[config.mk]
export PLATFORM = sky130hd
export DESIGN_NAME = sgr_attribute_decoder
export DESIGN_NICKNAME = d
export VERILOG_FILES = /design/src/hw/rtl/sgr_pkg.sv /design/src/hw/rtl/sgr_in_reg.sv /design/src/hw/rtl/sgr_attr_core.sv /design/src/hw/rtl/sgr_out_reg.sv /design/src/hw/rtl/sgr_attribute_decoder.sv
export SDC_FILE = /design/constraint.sdc
export NUM_CORES = 1
export LEC_CHECK = 0
export ABC_AREA = 1
export BUFFER_PORTS_ARGS = -buffer_cell sky130_fd_sc_hd__buf_2
export CAP_MARGIN = 20
export CORE_MARGIN = 8
export CORE_UTILIZATION = 32
export CTS_CLUSTER_DIAMETER = 200
export DETAILED_ROUTE_END_ITERATION = 8
export PLACE_DENSITY_LB_ADDON = 0.15
export SLEW_MARGIN = 20
export SYNTH_ARGS = -nofsm -noshare
export SYNTH_HDL_FRONTEND = slang
export SYNTH_SLANG_ARGS = --single-unit
[constraint.sdc]
create_clock -name clk -period 4.7 [get_ports clk]
set_input_delay 0.47 -clock clk [delete_from_list [all_inputs] [get_ports clk]]
set_output_delay 0.47 -clock clk [all_outputs]
set_load 0.05 [all_outputs]
[src/hw/rtl/sgr_pkg.sv]
// Shared types, codes and tables of the SGR attribute decoder.
package sgr_pkg;

  localparam int unsigned PARAM_W = 16;
  localparam int unsigned COLOR_W = 8;
  localparam int unsigned FLAGS_W = 8;

  // configuration register indexes
  localparam logic REG_DEFAULT_FG = 1'b0;
  localparam logic REG_DEFAULT_BG = 1'b1;

  localparam logic [COLOR_W-1:0] DEFAULT_FG_RST = 8'd7;
  localparam logic [COLOR_W-1:0] DEFAULT_BG_RST = 8'd0;

  localparam logic [FLAGS_W-1:0] FLAG_BOLD = 8'h01;
  localparam logic [FLAGS_W-1:0] FLAG_DIM  = 8'h02;

  // SGR codes with special handling
  localparam logic [PARAM_W-1:0] CODE_RESET     = 16'd0;
  localparam logic [PARAM_W-1:0] CODE_BOLD      = 16'd1;
  localparam logic [PARAM_W-1:0] CODE_DIM       = 16'd2;
  localparam logic [PARAM_W-1:0] CODE_SET_END   = 16'd10;
  localparam logic [PARAM_W-1:0] CODE_CLR_BASE  = 16'd20;
  localparam logic [PARAM_W-1:0] CODE_NORMAL    = 16'd22;
  localparam logic [PARAM_W-1:0] CODE_CLR_FIRST = 16'd23;
  localparam logic [PARAM_W-1:0] CODE_FG_BASE   = 16'd30;
  localparam logic [PARAM_W-1:0] CODE_FG_EXT    = 16'd38;
  localparam logic [PARAM_W-1:0] CODE_FG_DEF    = 16'd39;
  localparam logic [PARAM_W-1:0] CODE_BG_BASE   = 16'd40;
  localparam logic [PARAM_W-1:0] CODE_BG_EXT    = 16'd48;
  localparam logic [PARAM_W-1:0] CODE_BG_DEF    = 16'd49;
  localparam logic [PARAM_W-1:0] CODE_FGB_BASE  = 16'd90;
  localparam logic [PARAM_W-1:0] CODE_BGB_BASE  = 16'd100;
  localparam logic [PARAM_W-1:0] EXT_MODE_IDX   = 16'd5;
  localparam logic [PARAM_W-1:0] BRIGHT_OFFSET  = 16'd8;
  localparam logic [PARAM_W-1:0] BASE_COUNT     = 16'd8;

  typedef enum logic [2:0] {
    EXT_IDLE  = 3'b001,
    EXT_MODE  = 3'b010,
    EXT_INDEX = 3'b100
  } ext_phase_t;

  typedef struct packed {
    logic [PARAM_W-1:0] value;
    logic               last;
  } item_t;

  typedef struct packed {
    logic [COLOR_W-1:0] bg;
    logic [COLOR_W-1:0] fg;
    logic [FLAGS_W-1:0] flags;
  } attr_t;

  // flag bit selected by the low digit of a set or clear code
  function automatic logic [FLAGS_W-1:0] code_flag(input logic [3:0] d);
    logic [FLAGS_W-1:0] f;
    unique case (d)
      4'd1:    f = 8'h01;
      4'd2:    f = 8'h02;
      4'd3:    f = 8'h04;
      4'd4:    f = 8'h08;
      4'd5:    f = 8'h10;
      4'd7:    f = 8'h20;
      4'd8:    f = 8'h40;
      4'd9:    f = 8'h80;
      default: f = 8'h00;
    endcase
    return f;
  endfunction

endpackage

[src/hw/rtl/sgr_in_reg.sv]
// Input register stage of the SGR attribute decoder.
module sgr_in_reg (
  input  logic          clk,
  input  logic          rst_n,
  input  logic          load,
  input  logic          drain,
  input  sgr_pkg::item_t item_in,
  output logic          valid,
  output sgr_pkg::item_t item_out
);
  import sgr_pkg::*;

  logic  valid_r, valid_nxt;
  item_t item_r;

  always_comb begin
    valid_nxt = valid_r;
    if (load) begin
      valid_nxt = 1'b1;
    end else if (drain) begin
      valid_nxt = 1'b0;
    end
  end

  always_ff @(posedge clk) begin
    if (!rst_n) begin
      valid_r <= 1'b0;
    end else begin
      valid_r <= valid_nxt;
    end
  end

  always_ff @(posedge clk) begin
    if (load) begin
      item_r <= item_in;
    end
  end

  assign valid    = valid_r;
  assign item_out = item_r;

endmodule

[src/hw/rtl/sgr_attr_core.sv]
// Attribute state and per-parameter SGR decode.
module sgr_attr_core (
  input  logic                        clk,
  input  logic                        rst_n,
  input  logic                        step,
  input  sgr_pkg::item_t              item,
  input  logic [sgr_pkg::COLOR_W-1:0] default_fg,
  input  logic [sgr_pkg::COLOR_W-1:0] default_bg,
  output sgr_pkg::attr_t              attr_nxt
);
  import sgr_pkg::*;

  logic [FLAGS_W-1:0] flags_r, flags_nxt;
  logic [COLOR_W-1:0] fg_r, fg_nxt;
  logic [COLOR_W-1:0] bg_r, bg_nxt;
  ext_phase_t         phase_r, phase_nxt;
  logic               is_bg_r, is_bg_nxt;
  logic               mode_ok_r, mode_ok_nxt;

  logic [PARAM_W-1:0] q;
  logic [PARAM_W-1:0] clr_digit;
  logic [PARAM_W-1:0] fg_base, bg_base, fg_bright, bg_bright;

  assign q         = item.value;
  assign clr_digit = q - CODE_CLR_BASE;
  assign fg_base   = q - CODE_FG_BASE;
  assign bg_base   = q - CODE_BG_BASE;
  assign fg_bright = q - CODE_FGB_BASE + BRIGHT_OFFSET;
  assign bg_bright = q - CODE_BGB_BASE + BRIGHT_OFFSET;

  always_comb begin
    flags_nxt   = flags_r;
    fg_nxt      = fg_r;
    bg_nxt      = bg_r;
    phase_nxt   = EXT_IDLE;
    is_bg_nxt   = is_bg_r;
    mode_ok_nxt = mode_ok_r;
    unique case (phase_r)
      EXT_MODE: begin
        mode_ok_nxt = (q == EXT_MODE_IDX);
        phase_nxt   = EXT_INDEX;
      end
      EXT_INDEX: begin
        if (mode_ok_r) begin
          if (is_bg_r) begin
            bg_nxt = q[COLOR_W-1:0];
          end else begin
            fg_nxt = q[COLOR_W-1:0];
          end
        end
      end
      default: begin
        priority if (q == CODE_RESET) begin
          flags_nxt = '0;
          fg_nxt    = default_fg;
          bg_nxt    = default_bg;
        end else if (q == CODE_BOLD) begin
          flags_nxt = (flags_r | FLAG_BOLD) & ~FLAG_DIM;
        end else if (q == CODE_DIM) begin
          flags_nxt = (flags_r | FLAG_DIM) & ~FLAG_BOLD;
        end else if (q < CODE_SET_END) begin
          flags_nxt = flags_r | code_flag(q[3:0]);
        end else if (q == CODE_NORMAL) begin
          flags_nxt = flags_r & ~(FLAG_BOLD | FLAG_DIM);
        end else if (q >= CODE_CLR_FIRST && q < CODE_FG_BASE) begin
          flags_nxt = flags_r & ~code_flag(clr_digit[3:0]);
        end else if (q >= CODE_FG_BASE && q < CODE_FG_EXT) begin
          fg_nxt = fg_base[COLOR_W-1:0];
        end else if (q == CODE_FG_EXT || q == CODE_BG_EXT) begin
          phase_nxt   = EXT_MODE;
          is_bg_nxt   = (q == CODE_BG_EXT);
          mode_ok_nxt = 1'b0;
        end else if (q == CODE_FG_DEF) begin
          fg_nxt = default_fg;
        end else if (q >= CODE_BG_BASE && q < CODE_BG_EXT) begin
          bg_nxt = bg_base[COLOR_W-1:0];
        end else if (q == CODE_BG_DEF) begin
          bg_nxt = default_bg;
        end else if (q >= CODE_FGB_BASE && q < CODE_FGB_BASE + BASE_COUNT) begin
          fg_nxt = fg_bright[COLOR_W-1:0];
        end else if (q >= CODE_BGB_BASE && q < CODE_BGB_BASE + BASE_COUNT) begin
          bg_nxt = bg_bright[COLOR_W-1:0];
        end else begin
          flags_nxt = flags_r;
        end
      end
    endcase
    // drop any pending extended colour at the end of the sequence
    if (item.last) begin
      phase_nxt = EXT_IDLE;
    end
  end

  always_ff @(posedge clk) begin
    if (!rst_n) begin
      flags_r   <= '0;
      fg_r      <= DEFAULT_FG_RST;
      bg_r      <= DEFAULT_BG_RST;
      phase_r   <= EXT_IDLE;
      is_bg_r   <= 1'b0;
      mode_ok_r <= 1'b0;
    end else if (step) begin
      flags_r   <= flags_nxt;
      fg_r      <= fg_nxt;
      bg_r      <= bg_nxt;
      phase_r   <= phase_nxt;
      is_bg_r   <= is_bg_nxt;
      mode_ok_r <= mode_ok_nxt;
    end
  end

  assign attr_nxt.flags = flags_nxt;
  assign attr_nxt.fg    = fg_nxt;
  assign attr_nxt.bg    = bg_nxt;

endmodule

[src/hw/rtl/sgr_out_reg.sv]
// Result register stage of the SGR attribute decoder.
module sgr_out_reg (
  input  logic           clk,
  input  logic           rst_n,
  input  logic           load,
  input  sgr_pkg::attr_t attr_in,
  input  logic           ready,
  output logic           valid,
  output sgr_pkg::attr_t attr_out
);
  import sgr_pkg::*;

  logic  valid_r, valid_nxt;
  attr_t attr_r;

  always_comb begin
    valid_nxt = valid_r;
    if (load) begin
      valid_nxt = 1'b1;
    end else if (ready) begin
      valid_nxt = 1'b0;
    end
  end

  always_ff @(posedge clk) begin
    if (!rst_n) begin
      valid_r <= 1'b0;
    end else begin
      valid_r <= valid_nxt;
    end
  end

  always_ff @(posedge clk) begin
    if (load) begin
      attr_r <= attr_in;
    end
  end

  assign valid    = valid_r;
  assign attr_out = attr_r;

endmodule

[src/hw/rtl/sgr_attribute_decoder.sv]
// Top level of the SGR attribute decoder: ports, defaults and stage control.
//
//   channel  direction  payload
//   in_      slave      tdata[15:0] param_value, tlast last_param
//   out_     master     tdata[7:0] style_flags, [15:8] fg_index, [23:16] bg_index
//   cfg_     write      index 0 default_fg, index 1 default_bg
//
// One transaction per cycle sustained while out_tready stays high; each parameter
// passes the input register, then is decoded into the result register, before
// it reaches out_. The decode updates the attribute state in the same cycle it
// loads the result, so consecutive parameters follow without a bubble.
// rst_n clears both stage valids and restores defaults and attributes.
// A stalled result holds the pipe; in_tready drops while the input stage is
// full and the result waits.
module sgr_attribute_decoder #(
  parameter int unsigned PARAM_BITS = 16
) (
  input  logic                        clk,
  input  logic                        rst_n,
  input  logic                        in_tvalid,
  output logic                        in_tready,
  input  logic [15:0]                 in_tdata,   // [15:0] param_value
  input  logic                        in_tlast,   // last_param
  output logic                        out_tvalid,
  input  logic                        out_tready,
  output logic [23:0]                 out_tdata,  // [7:0] flags, [15:8] fg, [23:16] bg
  input  logic                        cfg_we,
  input  logic                        cfg_index,
  input  logic [sgr_pkg::COLOR_W-1:0] cfg_wdata
);
  import sgr_pkg::*;

  localparam logic [PARAM_W-1:0] PMASK = (PARAM_BITS >= PARAM_W) ? {PARAM_W{1'b1}} :
      PARAM_W'((64'd1 << PARAM_BITS) - 64'd1);

  logic [COLOR_W-1:0] default_fg_r, default_bg_r;
  logic               in_valid, out_valid;
  logic               accept, advance;
  item_t              in_item, stage_item;
  attr_t              attr_nxt, attr_out;

  always_ff @(posedge clk) begin
    if (!rst_n) begin
      default_fg_r <= DEFAULT_FG_RST;
      default_bg_r <= DEFAULT_BG_RST;
    end else if (cfg_we) begin
      unique case (cfg_index)
        REG_DEFAULT_FG: default_fg_r <= cfg_wdata;
        REG_DEFAULT_BG: default_bg_r <= cfg_wdata;
        default:        default_fg_r <= default_fg_r;
      endcase
    end
  end

  // advance the staged parameter whenever the result register can take it
  assign advance   = in_valid && (!out_valid || out_tready);
  assign in_tready = !in_valid || advance;
  assign accept    = in_tvalid && in_tready;

  assign in_item.value = in_tdata & PMASK;
  assign in_item.last  = in_tlast;

  sgr_in_reg u_in_reg (
    .clk      (clk),
    .rst_n    (rst_n),
    .load     (accept),
    .drain    (advance),
    .item_in  (in_item),
    .valid    (in_valid),
    .item_out (stage_item)
  );

  sgr_attr_core u_core (
    .clk        (clk),
    .rst_n      (rst_n),
    .step       (advance),
    .item       (stage_item),
    .default_fg (default_fg_r),
    .default_bg (default_bg_r),
    .attr_nxt   (attr_nxt)
  );

  sgr_out_reg u_out_reg (
    .clk      (clk),
    .rst_n    (rst_n),
    .load     (advance),
    .attr_in  (attr_nxt),
    .ready    (out_tready),
    .valid    (out_valid),
    .attr_out (attr_out)
  );

  assign out_tvalid = out_valid;
  assign out_tdata  = {attr_out.bg, attr_out.fg, attr_out.flags};

endmodule

==> metrics.md <==
| Metric | Value |
|---|---|
| Setup Fix Bufs, Post-CTS | 0 |
| Clock Sinks | 96 |
| Area grow syn2layout | 13.2% |
| Cell Area, Synth | 5990 um2 |
| Antenna violations before repair | 0 |
| CTS clk-pin slew, worst paths | 0.07 ns |
| Power per Cell Area | 291 nW/um2 |
| Cell area after layout | 6770 um2 |
| Final std cells w/o fill | 1125 |
| Initial Util | 32.3% |
| HP Class | in2reg |
| Rows | 50 |
| WP data required | 4.80 ns |
| Largest net degree at the start of global routing | 32 |
| Worst-skew pair later-pin latency | 0.36 ns |
| Cts hold-fix bufs | 0 |
| DIE AREA | 23300 um2 |
| Width of the die | 153 um |
| First-pass GRT wire length | 29.5 mm |
| Final WL | 18.6 mm |
| CTS tree | yes |
| Crit Path Class | reg2reg |
| Layout cells sized above 1 | 14.0% |
| N_diodes | 0 |
| DRC | 0 |
| CP dominant cell by count | nand2_1 |
| Number of top-level pins | 57 |
| Synth warn | 0 |
| Type of destination of the critical path | flip-flop |
| Run status | finished, final reports clean |
| Max IR drop VDD | 0.172 mV |
| RePlAce Congestion | 0.873 |
| Placed Area | 6440 um2 |
| Vias post-DR | 5697 |
| Avg Vias per Cell | 5.06 |
| Final setup viols | 0 |
| Main synth FF type | dfxtp_1 |
| GR Overflow Total | 0 |
| Port Buffers | 56 |
| Startpoint Class | flip-flop |
| Worst Path Max Fanout | 12 |
| Leak pwr | 0.00317 uW |
| DR pass1 iterations | 6 |
| Setup TNS | 0 ns |
| Slew @ Worst Pin | 0.729 ns |
| DRT antenna net count | 0 |
| Fmax achieved | 346 MHz |
| # nets final | 930 |
| WL/cell | 16.5 um |
| Crit-path slowest cell | edfxtp_1 |
| Initial DRC count | 507 |
| Avg Cell Area, Syn | 7.15 um2 |
| Worst path arrival time | 2.99 ns |
| Synth cell types | 48 |
| Post-layout min period | 2.89 ns |
| Vias in the first global route | 5426 |
| Post-CTS Resized | 0 |
| Placed Instances | 1108 |
| RSZ-0062 raised after global routing | no |
| Clock root buffer master | clkbuf_16 |
| FF-to-FF setup slack | 1.81 ns |
| Relative slew slack | 51.4% |
| Commonest cells after routing, fill and taps aside | nand2_1 (234), inv_1 (109), a21oi_1 (78) |
| Mapped Cells | 837 |
| Yosys reg bits | 96 |
| Ys async rst share | 0% |
| Max-slew violations | 0 |
| Max-cap violations | 0 |
| GRT Resource Usage Total | 15.8% |
| Synth Net Count | 881 |
| Period utilization | 61.5% |
| Endpoints failing hold | 0 |
| Fin Clk Skew | 0.0115 ns |
| Core ar. | 18500 um2 |
| Clock H-tree levels | 3 |
| Most common cell after layout, fill and taps aside | nand2_1 |
| Worst path cell trace | inv_1 > ha_1 > inv_1 > nor2_1 > nand4_2 > nand3_1 > nor2_1 > nand2_2 > inv_1 > nand2_1 > nand2_1 > nand2_1 > nand2_1 |
| HPWL after DPL | 13.7 mm |
| Largest stage delay, worst path | 0.57 ns |
| EDFF count, synth | 41 |
| Maximum clock insertion buffer count | 2 |
| CTS Buf Count | 9 |
| Overall die height | 153 um |
| Register area share after synthesis | 39.0% |
## path summary, 6_finish.rpt
check,cells past startpoint,endpoint,from
worst min-delay path,1,u_in_reg.item_out[12],in_tdata[11]
worst max register to register,13,u_out_reg.attr_out[21],u_in_reg.item_out[3]
worst min register to register,2,u_core.flags_r[4],u_core.flags_r[4]
worst max-delay path,13,u_out_reg.attr_out[21],u_in_reg.item_out[3]
## per-stage QoR
step / total power [uW] / util, % / worst slack [ns] / hold slack (ns)
after floorplan: 1150 / - / 2.30 / 0.444
after global placement: 1230 / 34.8 / 1.96 / 0.475
after detailed placement: 1230 / 34.8 / 1.87 / 0.481
after CTS: 1990 / 36.4 / 1.87 / 0.267
after global routing: 2060 / 36.6 / 1.55 / 0.267
final: 1970 / 36.6 / 1.81 / 0.279
## cell usage after synthesis (all sizes together), types with 3 or more instances
| cell type | instances | area [um2] |
|---|---|---|
| a21oi | 79 | 399 |
| a22o | 3 | 26.3 |
| a31oi | 7 | 43.8 |
| a32o | 3 | 30.0 |
| buf | 15 | 118 |
| clkbuf | 7 | 26.3 |
| dfxtp | 55 | 1100 |
| edfxtp | 41 | 1230 |
| ha | 13 | 163 |
| inv | 118 | 445 |
| nand2 | 247 | 985 |
| nand3 | 62 | 330 |
| nand4 | 14 | 100 |
| nor2 | 76 | 385 |
| nor3 | 7 | 45.0 |
| o211ai | 5 | 37.5 |
| o21ai | 49 | 264 |
| o22ai | 12 | 75.1 |
| or2 | 3 | 18.8 |
| xor2 | 7 | 61.3 |
## layout make-up
type,instances,area (um2)
flip-flops and latches,96,2330
inverters,120,453
clock inverters,4,31.3
multi-input cells,599,3060
clock buffers,12,278
well taps,234,293
fillers,1987,11700
repair buffers,60,330
## power breakdown
part / switching [uW] / internal, uW
registers: 37.0 / 915
clock network: 332 / 424
logic: 192 / 74.0
total: 561 / 1410
## sequential cells by signal, summed over array words and instances (netlist names), named ones only
register,count
default_bg_r,8
default_fg_r,8
u_core.bg_r,8
u_core.fg_r,8
u_core.flags_r,8
u_core.is_bg_r,1
u_core.mode_ok_r,1
u_core.phase_r,3
u_in_reg.item_out,17
u_in_reg.valid,1
u_out_reg.attr_out,24
u_out_reg.valid,1
## per-layer routing
layer	track usage, %	vias up	share of wire (%)
li1	-	2842	-
met1	20.9	2644	47
met2	25.1	189	45
met3	3.35	22	6.1
met4	5.66	0	1.8
met5	0	-	0
## worst max-delay path: cells and delay by family, from the launching register on
kind                       cells  cell delay [ns]
and+or+nand+nor                9             1.12
DFF                            1             0.57
adders and majority gates      1             0.26
buffers and inverters          3             0.69
## cells by family after synthesis
| logic type | after synthesis | synth area share, % |
|---|---|---|
| AND/OR/NAND/NOR | 413 | 31.6 |
| buffers and inverters | 142 | 9.97 |
| flip-flops | 96 | 39.0 |
| AO/OA/AOI/OAI | 164 | 15.4 |
| XOR/XNOR | 9 | 1.32 |
| adder cells (fa/ha/maj) | 13 | 2.72 |
(Power assumes the default switching activity.)
